<file path="src/acdu_pkg.sv">
// Shared constants, types and the month table for the alarm countdown difference unit.
// No dependencies; the day count, day split, time-of-day and top-level files import this package.
package acdu_pkg;

    // Register stages from the input register to the result register
    localparam int STAGES = 8;

    localparam int YEAR_W   = 14;
    localparam int DAYCNT_W = 22;
    localparam int TOD_W    = 17;

    localparam logic [YEAR_W-1:0] MAX_YEAR = 14'd9999;

    localparam logic [8:0]  DAYS_PER_YEAR  = 9'd365;
    localparam logic [4:0]  DAYS_PER_MONTH = 5'd30;
    localparam logic [6:0]  YEARS_PER_CENT = 7'd100;
    localparam logic [11:0] SECS_PER_HOUR  = 12'd3600;
    localparam logic [5:0]  SECS_PER_MIN   = 6'd60;
    localparam logic [4:0]  HOUR_MAX       = 5'd23;
    localparam logic [5:0]  MINSEC_MAX     = 6'd59;

    // Reciprocal constants: q = (x * RECIP) >> SHIFT is exact over each value range used
    localparam logic [12:0] RECIP_100  = 13'd5243;
    localparam int          SHIFT_100  = 19;
    localparam logic [22:0] RECIP_365  = 23'd5883517;
    localparam int          SHIFT_365  = 31;
    localparam logic [16:0] RECIP_3600 = 17'd74566;
    localparam int          SHIFT_3600 = 28;
    localparam logic [9:0]  RECIP_30   = 10'd547;
    localparam int          SHIFT_30   = 14;
    localparam logic [12:0] RECIP_60   = 13'd4370;
    localparam int          SHIFT_60   = 18;

    // Per-stage load enables, stage 1 is the input register
    typedef struct packed {
        logic [STAGES:1] ld;
    } acdu_ctrl_t;

    // Days before month m in a common year; months past December count 31 days
    function automatic logic [8:0] month_base(input logic [3:0] m);
        logic [8:0] base;
        case (m)
            4'd0:    base = 9'd0;
            4'd1:    base = 9'd0;
            4'd2:    base = 9'd31;
            4'd3:    base = 9'd59;
            4'd4:    base = 9'd90;
            4'd5:    base = 9'd120;
            4'd6:    base = 9'd151;
            4'd7:    base = 9'd181;
            4'd8:    base = 9'd212;
            4'd9:    base = 9'd243;
            4'd10:   base = 9'd273;
            4'd11:   base = 9'd304;
            4'd12:   base = 9'd334;
            4'd13:   base = 9'd365;
            4'd14:   base = 9'd396;
            default: base = 9'd427;
        endcase
        return base;
    endfunction

endpackage

</file>
<file path="src/acdu_day_count.sv">
// Two-stage day count of one date from year 0 (stages 2 and 3).
// Depends on acdu_pkg for the month table, constants and the stage control struct.
module acdu_day_count import acdu_pkg::*; (
    input  logic                aclk,
    input  acdu_ctrl_t          ctrl,
    input  logic [4:0]          day,
    input  logic [3:0]          month,
    input  logic [YEAR_W-1:0]   year,
    output logic [DAYCNT_W-1:0] count
);

    logic [YEAR_W-1:0]   y_clamp;
    logic [26:0]         prod100;
    logic [YEAR_W-1:0]   y_reg;
    logic [6:0]          q100_reg;
    logic [3:0]          month_reg;
    logic [4:0]          day_reg;

    logic [YEAR_W-1:0]   hund;
    logic                r_nz;
    logic                q400_frac;
    logic                leap;
    logic [YEAR_W:0]     y3;
    logic [DAYCNT_W-1:0] count_next;
    logic [DAYCNT_W-1:0] count_reg;

    // Stage 2: clamp the year and take the century
    always_comb begin
        y_clamp = (year > MAX_YEAR) ? MAX_YEAR : year;
        prod100 = 27'(y_clamp) * 27'(RECIP_100);
    end

    always_ff @(posedge aclk) begin
        if (ctrl.ld[2]) begin
            y_reg     <= y_clamp;
            q100_reg  <= prod100[SHIFT_100 +: 7];
            month_reg <= month;
            day_reg   <= day;
        end
    end

    // Stage 3: leap years before y are ceil(y/4) - ceil(y/100) + ceil(y/400)
    always_comb begin
        hund      = 14'(q100_reg) * 14'(YEARS_PER_CENT);
        r_nz      = (y_reg != hund);
        q400_frac = r_nz || (q100_reg[1:0] != 2'd0);
        leap      = (y_reg[1:0] == 2'd0) && (r_nz || (q100_reg[1:0] == 2'd0));
        y3        = {1'b0, y_reg} + 15'd3;
        count_next = 22'(y_reg) * 22'(DAYS_PER_YEAR)
                   + 22'(y3[YEAR_W:2])
                   - 22'(q100_reg) - 22'(r_nz)
                   + 22'(q100_reg[6:2]) + 22'(q400_frac)
                   + 22'(month_base(month_reg))
                   + 22'(leap && (month_reg > 4'd2))
                   + 22'(day_reg);
    end

    always_ff @(posedge aclk) begin
        if (ctrl.ld[3]) begin
            count_reg <= count_next;
        end
    end

    assign count = count_reg;

endmodule

</file>
<file path="src/acdu_day_split.sv">
// Signed day difference split into years, months and days (stages 4 to 8).
// Depends on acdu_pkg for the reciprocal constants and the stage control struct.
module acdu_day_split import acdu_pkg::*; (
    input  logic                aclk,
    input  acdu_ctrl_t          ctrl,
    input  logic [DAYCNT_W-1:0] cnt_alarm,
    input  logic [DAYCNT_W-1:0] cnt_now,
    output logic signed [14:0]  diff_years,
    output logic signed [4:0]   diff_months,
    output logic signed [5:0]   diff_days
);

    logic [DAYCNT_W:0]   diff;
    logic [DAYCNT_W:0]   diff_neg;
    logic                neg4_reg;
    logic [DAYCNT_W-1:0] abs4_reg;

    logic [44:0]         prod365;
    logic                neg5_reg;
    logic [DAYCNT_W-1:0] abs5_reg;
    logic [13:0]         yrs5_reg;

    logic [DAYCNT_W-1:0] rem_full;
    logic                neg6_reg;
    logic [13:0]         yrs6_reg;
    logic [8:0]          rem6_reg;

    logic [18:0]         prod30;
    logic                neg7_reg;
    logic [13:0]         yrs7_reg;
    logic [8:0]          rem7_reg;
    logic [3:0]          mon7_reg;

    logic [8:0]          dys_full;
    logic [14:0]         yrs_mag;
    logic [4:0]          mon_mag;
    logic [5:0]          dys_mag;
    logic [14:0]         years_next;
    logic [4:0]          months_next;
    logic [5:0]          days_next;
    logic signed [14:0]  years_reg;
    logic signed [4:0]   months_reg;
    logic signed [5:0]   days_reg;

    // Stage 4: work on the magnitude, truncation toward zero keeps the sign apart
    always_comb begin
        diff     = {1'b0, cnt_alarm} - {1'b0, cnt_now};
        diff_neg = -diff;
    end

    always_ff @(posedge aclk) begin
        if (ctrl.ld[4]) begin
            neg4_reg <= diff[DAYCNT_W];
            abs4_reg <= diff[DAYCNT_W] ? diff_neg[DAYCNT_W-1:0] : diff[DAYCNT_W-1:0];
        end
    end

    // Stage 5: years
    assign prod365 = 45'(abs4_reg) * 45'(RECIP_365);

    always_ff @(posedge aclk) begin
        if (ctrl.ld[5]) begin
            neg5_reg <= neg4_reg;
            abs5_reg <= abs4_reg;
            yrs5_reg <= prod365[SHIFT_365 +: 14];
        end
    end

    // Stage 6: remainder of the year
    assign rem_full = abs5_reg - 22'(yrs5_reg) * 22'(DAYS_PER_YEAR);

    always_ff @(posedge aclk) begin
        if (ctrl.ld[6]) begin
            neg6_reg <= neg5_reg;
            yrs6_reg <= yrs5_reg;
            rem6_reg <= rem_full[8:0];
        end
    end

    // Stage 7: months of 30 days
    assign prod30 = 19'(rem6_reg) * 19'(RECIP_30);

    always_ff @(posedge aclk) begin
        if (ctrl.ld[7]) begin
            neg7_reg <= neg6_reg;
            yrs7_reg <= yrs6_reg;
            rem7_reg <= rem6_reg;
            mon7_reg <= prod30[SHIFT_30 +: 4];
        end
    end

    // Stage 8: days, then restore the sign on every part
    always_comb begin
        dys_full    = rem7_reg - 9'(mon7_reg) * 9'(DAYS_PER_MONTH);
        yrs_mag     = {1'b0, yrs7_reg};
        mon_mag     = {1'b0, mon7_reg};
        dys_mag     = {1'b0, dys_full[4:0]};
        years_next  = neg7_reg ? -yrs_mag : yrs_mag;
        months_next = neg7_reg ? -mon_mag : mon_mag;
        days_next   = neg7_reg ? -dys_mag : dys_mag;
    end

    always_ff @(posedge aclk) begin
        if (ctrl.ld[8]) begin
            years_reg  <= years_next;
            months_reg <= months_next;
            days_reg   <= days_next;
        end
    end

    assign diff_years  = years_reg;
    assign diff_months = months_reg;
    assign diff_days   = days_reg;

endmodule

</file>
<file path="src/acdu_tod_diff.sv">
// Absolute time-of-day difference as hours, minutes and seconds (stages 2 to 8).
// Depends on acdu_pkg for the reciprocal constants and the stage control struct.
module acdu_tod_diff import acdu_pkg::*; (
    input  logic       aclk,
    input  acdu_ctrl_t ctrl,
    input  logic [4:0] now_hour,
    input  logic [5:0] now_minute,
    input  logic [5:0] now_second,
    input  logic [4:0] alarm_hour,
    input  logic [5:0] alarm_minute,
    input  logic [5:0] alarm_second,
    output logic [4:0] diff_hours,
    output logic [5:0] diff_minutes,
    output logic [5:0] diff_seconds
);

    function automatic logic [TOD_W-1:0] tod_seconds(input logic [4:0] h,
                                                     input logic [5:0] m,
                                                     input logic [5:0] s);
        logic [4:0] hs;
        logic [5:0] ms;
        logic [5:0] ss;
        hs = (h > HOUR_MAX)   ? HOUR_MAX   : h;
        ms = (m > MINSEC_MAX) ? MINSEC_MAX : m;
        ss = (s > MINSEC_MAX) ? MINSEC_MAX : s;
        return 17'(hs) * 17'(SECS_PER_HOUR) + 17'(ms) * 17'(SECS_PER_MIN) + 17'(ss);
    endfunction

    logic [TOD_W-1:0] ts2_reg;
    logic [TOD_W-1:0] te2_reg;
    logic [TOD_W-1:0] td3_reg;
    logic [33:0]      prod3600;
    logic [TOD_W-1:0] td4_reg;
    logic [4:0]       hrs4_reg;
    logic [TOD_W-1:0] rem_full;
    logic [4:0]       hrs5_reg;
    logic [11:0]      rem5_reg;
    logic [24:0]      prod60;
    logic [4:0]       hrs6_reg;
    logic [11:0]      rem6_reg;
    logic [5:0]       min6_reg;
    logic [11:0]      sec_full;
    logic [4:0]       hrs7_reg;
    logic [5:0]       min7_reg;
    logic [5:0]       sec7_reg;
    logic [4:0]       hours_reg;
    logic [5:0]       minutes_reg;
    logic [5:0]       seconds_reg;

    // Stage 2: saturate and convert to seconds of day
    always_ff @(posedge aclk) begin
        if (ctrl.ld[2]) begin
            ts2_reg <= tod_seconds(now_hour, now_minute, now_second);
            te2_reg <= tod_seconds(alarm_hour, alarm_minute, alarm_second);
        end
    end

    // Stage 3: absolute difference, no borrow into the day count
    always_ff @(posedge aclk) begin
        if (ctrl.ld[3]) begin
            td3_reg <= (te2_reg >= ts2_reg) ? te2_reg - ts2_reg : ts2_reg - te2_reg;
        end
    end

    // Stage 4: hours
    assign prod3600 = 34'(td3_reg) * 34'(RECIP_3600);

    always_ff @(posedge aclk) begin
        if (ctrl.ld[4]) begin
            td4_reg  <= td3_reg;
            hrs4_reg <= prod3600[SHIFT_3600 +: 5];
        end
    end

    // Stage 5: seconds within the hour
    assign rem_full = td4_reg - 17'(hrs4_reg) * 17'(SECS_PER_HOUR);

    always_ff @(posedge aclk) begin
        if (ctrl.ld[5]) begin
            hrs5_reg <= hrs4_reg;
            rem5_reg <= rem_full[11:0];
        end
    end

    // Stage 6: minutes
    assign prod60 = 25'(rem5_reg) * 25'(RECIP_60);

    always_ff @(posedge aclk) begin
        if (ctrl.ld[6]) begin
            hrs6_reg <= hrs5_reg;
            rem6_reg <= rem5_reg;
            min6_reg <= prod60[SHIFT_60 +: 6];
        end
    end

    // Stage 7: seconds
    assign sec_full = rem6_reg - 12'(min6_reg) * 12'(SECS_PER_MIN);

    always_ff @(posedge aclk) begin
        if (ctrl.ld[7]) begin
            hrs7_reg <= hrs6_reg;
            min7_reg <= min6_reg;
            sec7_reg <= sec_full[5:0];
        end
    end

    // Stage 8: result register
    always_ff @(posedge aclk) begin
        if (ctrl.ld[8]) begin
            hours_reg   <= hrs7_reg;
            minutes_reg <= min7_reg;
            seconds_reg <= sec7_reg;
        end
    end

    assign diff_hours   = hours_reg;
    assign diff_minutes = minutes_reg;
    assign diff_seconds = seconds_reg;

endmodule

</file>
<file path="src/alarm_countdown_difference_unit.sv">
// Top level of the alarm countdown difference unit: input register, stage control,
// day count, day split and time-of-day paths. Depends on acdu_pkg and the acdu_* modules.
//
// Usage:
//   Input channel s_valid/s_ready carries one beat with a current date-time and an
//   alarm date-time. Result channel m_valid/m_ready carries one beat per input beat
//   with the signed year/month/day split of the day difference (alarm minus now)
//   and the absolute time-of-day difference as hours, minutes and seconds.
//   Throughput: one beat per cycle while the result side keeps up; the 8 stage registers each carry a valid bit.
//   Each stage loads when it is empty or the stage after it moves, so bubbles close
//   up and s_ready stays high while the result register waits, until all 8 stages
//   are full. With m_ready low long enough the pipeline fills and s_ready drops;
//   the held result and its payload stay stable until taken.
//   Reset (aresetn low, synchronous) empties all stages: m_valid drops at the next
//   edge and s_ready is high after it. Results of beats in flight are dropped.
module alarm_countdown_difference_unit import acdu_pkg::*; (
    input  logic              aclk,
    input  logic              aresetn,
    input  logic              s_valid,
    output logic              s_ready,
    input  logic [4:0]        s_now_day,
    input  logic [3:0]        s_now_month,
    input  logic [13:0]       s_now_year,
    input  logic [4:0]        s_now_hour,
    input  logic [5:0]        s_now_minute,
    input  logic [5:0]        s_now_second,
    input  logic [4:0]        s_alarm_day,
    input  logic [3:0]        s_alarm_month,
    input  logic [13:0]       s_alarm_year,
    input  logic [4:0]        s_alarm_hour,
    input  logic [5:0]        s_alarm_minute,
    input  logic [5:0]        s_alarm_second,
    output logic              m_valid,
    input  logic              m_ready,
    output logic signed [14:0] m_diff_years,
    output logic signed [4:0]  m_diff_months,
    output logic signed [5:0]  m_diff_days,
    output logic [4:0]        m_diff_hours,
    output logic [5:0]        m_diff_minutes,
    output logic [5:0]        m_diff_seconds
);

    logic [STAGES:1]     valid_reg;
    logic [STAGES:1]     valid_next;
    logic [STAGES:1]     stage_rdy;
    acdu_ctrl_t          ctrl;

    logic [4:0]          now_day_reg;
    logic [3:0]          now_month_reg;
    logic [13:0]         now_year_reg;
    logic [4:0]          now_hour_reg;
    logic [5:0]          now_minute_reg;
    logic [5:0]          now_second_reg;
    logic [4:0]          alarm_day_reg;
    logic [3:0]          alarm_month_reg;
    logic [13:0]         alarm_year_reg;
    logic [4:0]          alarm_hour_reg;
    logic [5:0]          alarm_minute_reg;
    logic [5:0]          alarm_second_reg;

    logic [DAYCNT_W-1:0] cnt_now;
    logic [DAYCNT_W-1:0] cnt_alarm;

    // A stage takes a new beat when empty or when its own beat moves on
    always_comb begin
        stage_rdy[STAGES] = !valid_reg[STAGES] || m_ready;
        for (int i = STAGES - 1; i >= 1; i--) begin
            stage_rdy[i] = !valid_reg[i] || stage_rdy[i+1];
        end
        valid_next[1] = stage_rdy[1] ? s_valid : valid_reg[1];
        for (int i = 2; i <= STAGES; i++) begin
            valid_next[i] = stage_rdy[i] ? valid_reg[i-1] : valid_reg[i];
        end
        ctrl.ld = stage_rdy;
    end

    always_ff @(posedge aclk) begin
        if (!aresetn) begin
            valid_reg <= '0;
        end else begin
            valid_reg <= valid_next;
        end
    end

    // Input register, stage 1
    always_ff @(posedge aclk) begin
        if (ctrl.ld[1]) begin
            now_day_reg      <= s_now_day;
            now_month_reg    <= s_now_month;
            now_year_reg     <= s_now_year;
            now_hour_reg     <= s_now_hour;
            now_minute_reg   <= s_now_minute;
            now_second_reg   <= s_now_second;
            alarm_day_reg    <= s_alarm_day;
            alarm_month_reg  <= s_alarm_month;
            alarm_year_reg   <= s_alarm_year;
            alarm_hour_reg   <= s_alarm_hour;
            alarm_minute_reg <= s_alarm_minute;
            alarm_second_reg <= s_alarm_second;
        end
    end

    acdu_day_count u_count_now (
        .aclk  (aclk),
        .ctrl  (ctrl),
        .day   (now_day_reg),
        .month (now_month_reg),
        .year  (now_year_reg),
        .count (cnt_now)
    );

    acdu_day_count u_count_alarm (
        .aclk  (aclk),
        .ctrl  (ctrl),
        .day   (alarm_day_reg),
        .month (alarm_month_reg),
        .year  (alarm_year_reg),
        .count (cnt_alarm)
    );

    acdu_day_split u_split (
        .aclk        (aclk),
        .ctrl        (ctrl),
        .cnt_alarm   (cnt_alarm),
        .cnt_now     (cnt_now),
        .diff_years  (m_diff_years),
        .diff_months (m_diff_months),
        .diff_days   (m_diff_days)
    );

    acdu_tod_diff u_tod (
        .aclk         (aclk),
        .ctrl         (ctrl),
        .now_hour     (now_hour_reg),
        .now_minute   (now_minute_reg),
        .now_second   (now_second_reg),
        .alarm_hour   (alarm_hour_reg),
        .alarm_minute (alarm_minute_reg),
        .alarm_second (alarm_second_reg),
        .diff_hours   (m_diff_hours),
        .diff_minutes (m_diff_minutes),
        .diff_seconds (m_diff_seconds)
    );

    assign s_ready = stage_rdy[1];
    assign m_valid = valid_reg[STAGES];

endmodule

</file>
<file path="config.mk">
export PLATFORM = sky130hd
export DESIGN_NAME = alarm_countdown_difference_unit
export DESIGN_NICKNAME = d
export VERILOG_FILES = /design/src/acdu_pkg.sv /design/src/acdu_day_count.sv /design/src/acdu_day_split.sv /design/src/acdu_tod_diff.sv /design/src/alarm_countdown_difference_unit.sv
export SDC_FILE = /design/constraint.sdc
export NUM_CORES = 2
export LEC_CHECK = 0
export ABC_CLOCK_PERIOD_IN_PS = 10600
export BUFFER_PORTS_ARGS = -buffer_cell sky130_fd_sc_hd__buf_2
export CORE_ASPECT_RATIO = 1.1
export CORE_MARGIN = 2
export CORE_UTILIZATION = 35
export DETAILED_ROUTE_END_ITERATION = 12
export PLACE_DENSITY = 0.47
export SETUP_SLACK_MARGIN = 0.1
export SYNTH_ARGS = -nofsm -noshare
export SYNTH_HDL_FRONTEND = slang
export SYNTH_SLANG_ARGS = --single-unit
</file>
<file path="constraint.sdc">
create_clock -name aclk -period 10.6 [get_ports aclk]
set_clock_uncertainty 0.05 [all_clocks]
set_input_delay 2.12 -clock aclk [delete_from_list [all_inputs] [get_ports aclk]]
set_output_delay 2.12 -clock aclk [all_outputs]
set_load 0.005 [all_outputs]
</file>
==> run summary <==
outcome - finished clean
CP Data Arrival Time - 10.04 ns
Simple-Gate Fraction of Synth Area - 0.0463
First DRT Iteration DRCs - 1033
post-synthesis cell type count - 77
hold crit path type - reg -> reg
I/O Buffers - 128
Top FF cell, synth - edfxtp_1
maxcap violations - 0
starting density of the core - 0.353
synthesized area per cell - 11.2 um^2
Least-Margin Pin Slew - 1.10 ns
die height - 415 um
Ys Warns - 0
drt pass-1 iters - 5
final worst path period share - 0.918
Ports - 129
combinational family with the most area after synthesis - adder cells
Crit path largest cell delay - 0.61 ns
Mapped Nets - 6631
Setup crit end kind - register
Post-Syn Area - 53800 um^2
kind of start point of the critical path - register
nets@finish - 6801
filler cell count - 15000
row cnt - 150
ys async rst share - 0
clock slew at reported path FFs - 0.06 ns
Worst EP required - 10.91 ns
GPL Wtd Cong - 0.858
wire length per cell - 16.0 um
sequential area share after synthesis - 0.256
area grow syn2layout - 9.75%
final wirelength - 113 mm
Critical Path Sink - u_count_alarm.count[20]
Synth Area in Compound Gates - 0.0623
reg-to-reg startpoint - u_count_alarm.q100_reg[2]
share of cells above drive strength 1 - 0.0552
CP Launch Point - u_count_alarm.q100_reg[2]
Slowest cell on crit path - nor4_1
min Tclk post-route - 9.73 ns
top post-synthesis cells by area - ha_1 26%, edfxtp_1 25%, fa_1 23%, inv_1 8.5%, xnor2_1 4.0%
cell taking the most area after synthesis - ha_1
first-pass GRT wire length - 185 mm
Setup TNS - 0 ns
EDFF count, synth - 441
Yosys reg bits - 467
DIE AREA - 157000 um^2
Remaining Overflow, GRT - 0
Cells after Synth - 4802
Setup CP Type - reg -> reg
mux cell area share after synthesis - 0.00708
reg-to-reg slack, setup - 0.87 ns
post_cts resized - 0
critical path depth - 34
die width - 378 um
setup bufs post-CTS - 0
drt drc - 0
Inserted Diodes - 0
vias per cell - 4.49
most frequent cells in the layout - 1210 x inv_1, 1138 x ha_1, 607 x fa_1
cts bufs inserted - 57
final setup violation count - 0
Synth top area share - 0.265
clock tree from TritonCTS - done
clock net sink count - 467
Hold Vio Cnt, Final - 0
Slew Limit Headroom - 0.267
delay-heaviest family, CP - adder cells
Root Buffer Master - clkbuf_16
H-tree depth - 2
initial antenna violation count - 0
most common cell after layout, fill and taps aside - inv_1
Hold Buf Count CTS - 0
worst r2r dst - u_count_alarm.count[20]
Buf/Inv on CP - 5
RSZ-0062 raised after global routing - no
Synth Area in Adders - 0.491
clock insertion delay at the later pin of the skew report - 0.68 ns
worst-path fanout max - 8
highest clock rate - 0.103 GHz
Detail Route Antenna Nets - 0
CTS max path bufs - 3
largest net degree at the start of global routing - 62
Pins Over Slew Limit - 0
core area - 152000 um^2
reg2reg path depth - 34
Vias - 31800
DPL Wire Length - 98.2 mm
XOR/XNOR Fraction of Synth Area - 0.0500
gr usage total - 0.149
vias in the first global route - 34700
most used cell, CP - fa_1
-- worst min-delay path by stage --
stage	startpoint	endpoint	cells past startpoint
after floorplan	alarm_day_reg[0]	u_count_alarm.day_reg[0]	0
after global placement	u_tod.min6_reg[4]	u_tod.min7_reg[4]	0
after detailed placement	alarm_day_reg[2]	u_count_alarm.day_reg[2]	0
after CTS	u_split.yrs6_reg[6]	u_split.yrs7_reg[6]	0
after global routing	u_split.yrs6_reg[6]	u_split.yrs7_reg[6]	0
final	u_split.yrs6_reg[6]	u_split.yrs7_reg[6]	0
-- worst register-to-register path, delay by kind of cell (launching register included) --
family	cells	cell delay [ns]
AO/OA/AOI/OAI	12	2.89
buffers and inverters	5	0.32
XOR/XNOR	2	0.19
flip-flops	1	0.57
adder cells (fa/ha/maj)	12	4.56
AND/OR/NAND/NOR	3	0.86
-- layout make-up --
cell class,count,area [um^2],share of cell area
clock buffers,68,1470,0.0249
clock inverters,38,601,0.0102
inverters,1216,4570,0.0774
multi-input cells,3092,35300,0.599
flip-flops and latches,467,13800,0.233
well taps,2052,2570,0.0435
repair buffers,138,716,0.0121
-- per-stage QoR --
| step | cell area, um^2 | setup slack (ns) | instances | hold WS, ns | util |
|---|---|---|---|---|---|
| 3_5_place_dp | 56900 | 0.862 | 6965 | 0.355 | 0.374 |
| 5_1_grt | 59000 | 0.162 | 7071 | 0.310 | 0.388 |
| 6_report | 59000 | 0.869 | 7071 | 0.307 | 0.388 |
| 4_1_cts | 59000 | 0.797 | 7071 | 0.293 | 0.388 |
| 3_3_place_gp | 56900 | 1.04 | 6965 | 0.350 | 0.374 |
| 2_1_floorplan | 53800 | 2.02 | 4802 | 0.350 | - |
-- metal layers --
metal,global-route usage,wire length [um],vias up
met5,0,0,-
met4,0.0349,2680,0
met3,0.0156,2380,107
met2,0.267,56900,293
met1,0.192,51100,15300
li1,-,-,16000
-- Yosys cell counts (10+ instances only) --
| library cell | n |
|---|---|
| o21ai_0 | 89 |
| ha_1 | 1138 |
| or2_2 | 13 |
| nor2_1 | 115 |
| a211oi_1 | 15 |
| nand4_1 | 19 |
| a21o_1 | 81 |
| dfxtp_1 | 26 |
| nor2b_1 | 39 |
| nand2_1 | 115 |
| clkbuf_1 | 21 |
| or3_1 | 10 |
| inv_1 | 1215 |
| xor2_1 | 64 |
| mux2i_1 | 29 |
| nand2b_1 | 54 |
| nand3_1 | 34 |
| edfxtp_1 | 441 |
| nor3_1 | 39 |
| and3_1 | 20 |
| fa_1 | 607 |
| o21bai_1 | 31 |
| o21a_1 | 27 |
| a21oi_1 | 162 |
| xnor2_1 | 243 |
| a31oi_1 | 15 |
-- logic make-up after synthesis --
| kind of cell | count (synthesis) |
|---|---|
| AOI/OAI and AO/OA | 512 |
| and+or+nand+nor | 493 |
| adders and majority gates | 1745 |
| muxes | 35 |
| buffers and inverters | 1243 |
| DFF | 467 |
| xor gates and xnor gates | 307 |
Power is not shown: default switching activity piles up to over one toggle a cycle in this logic, so the estimate is an artifact.
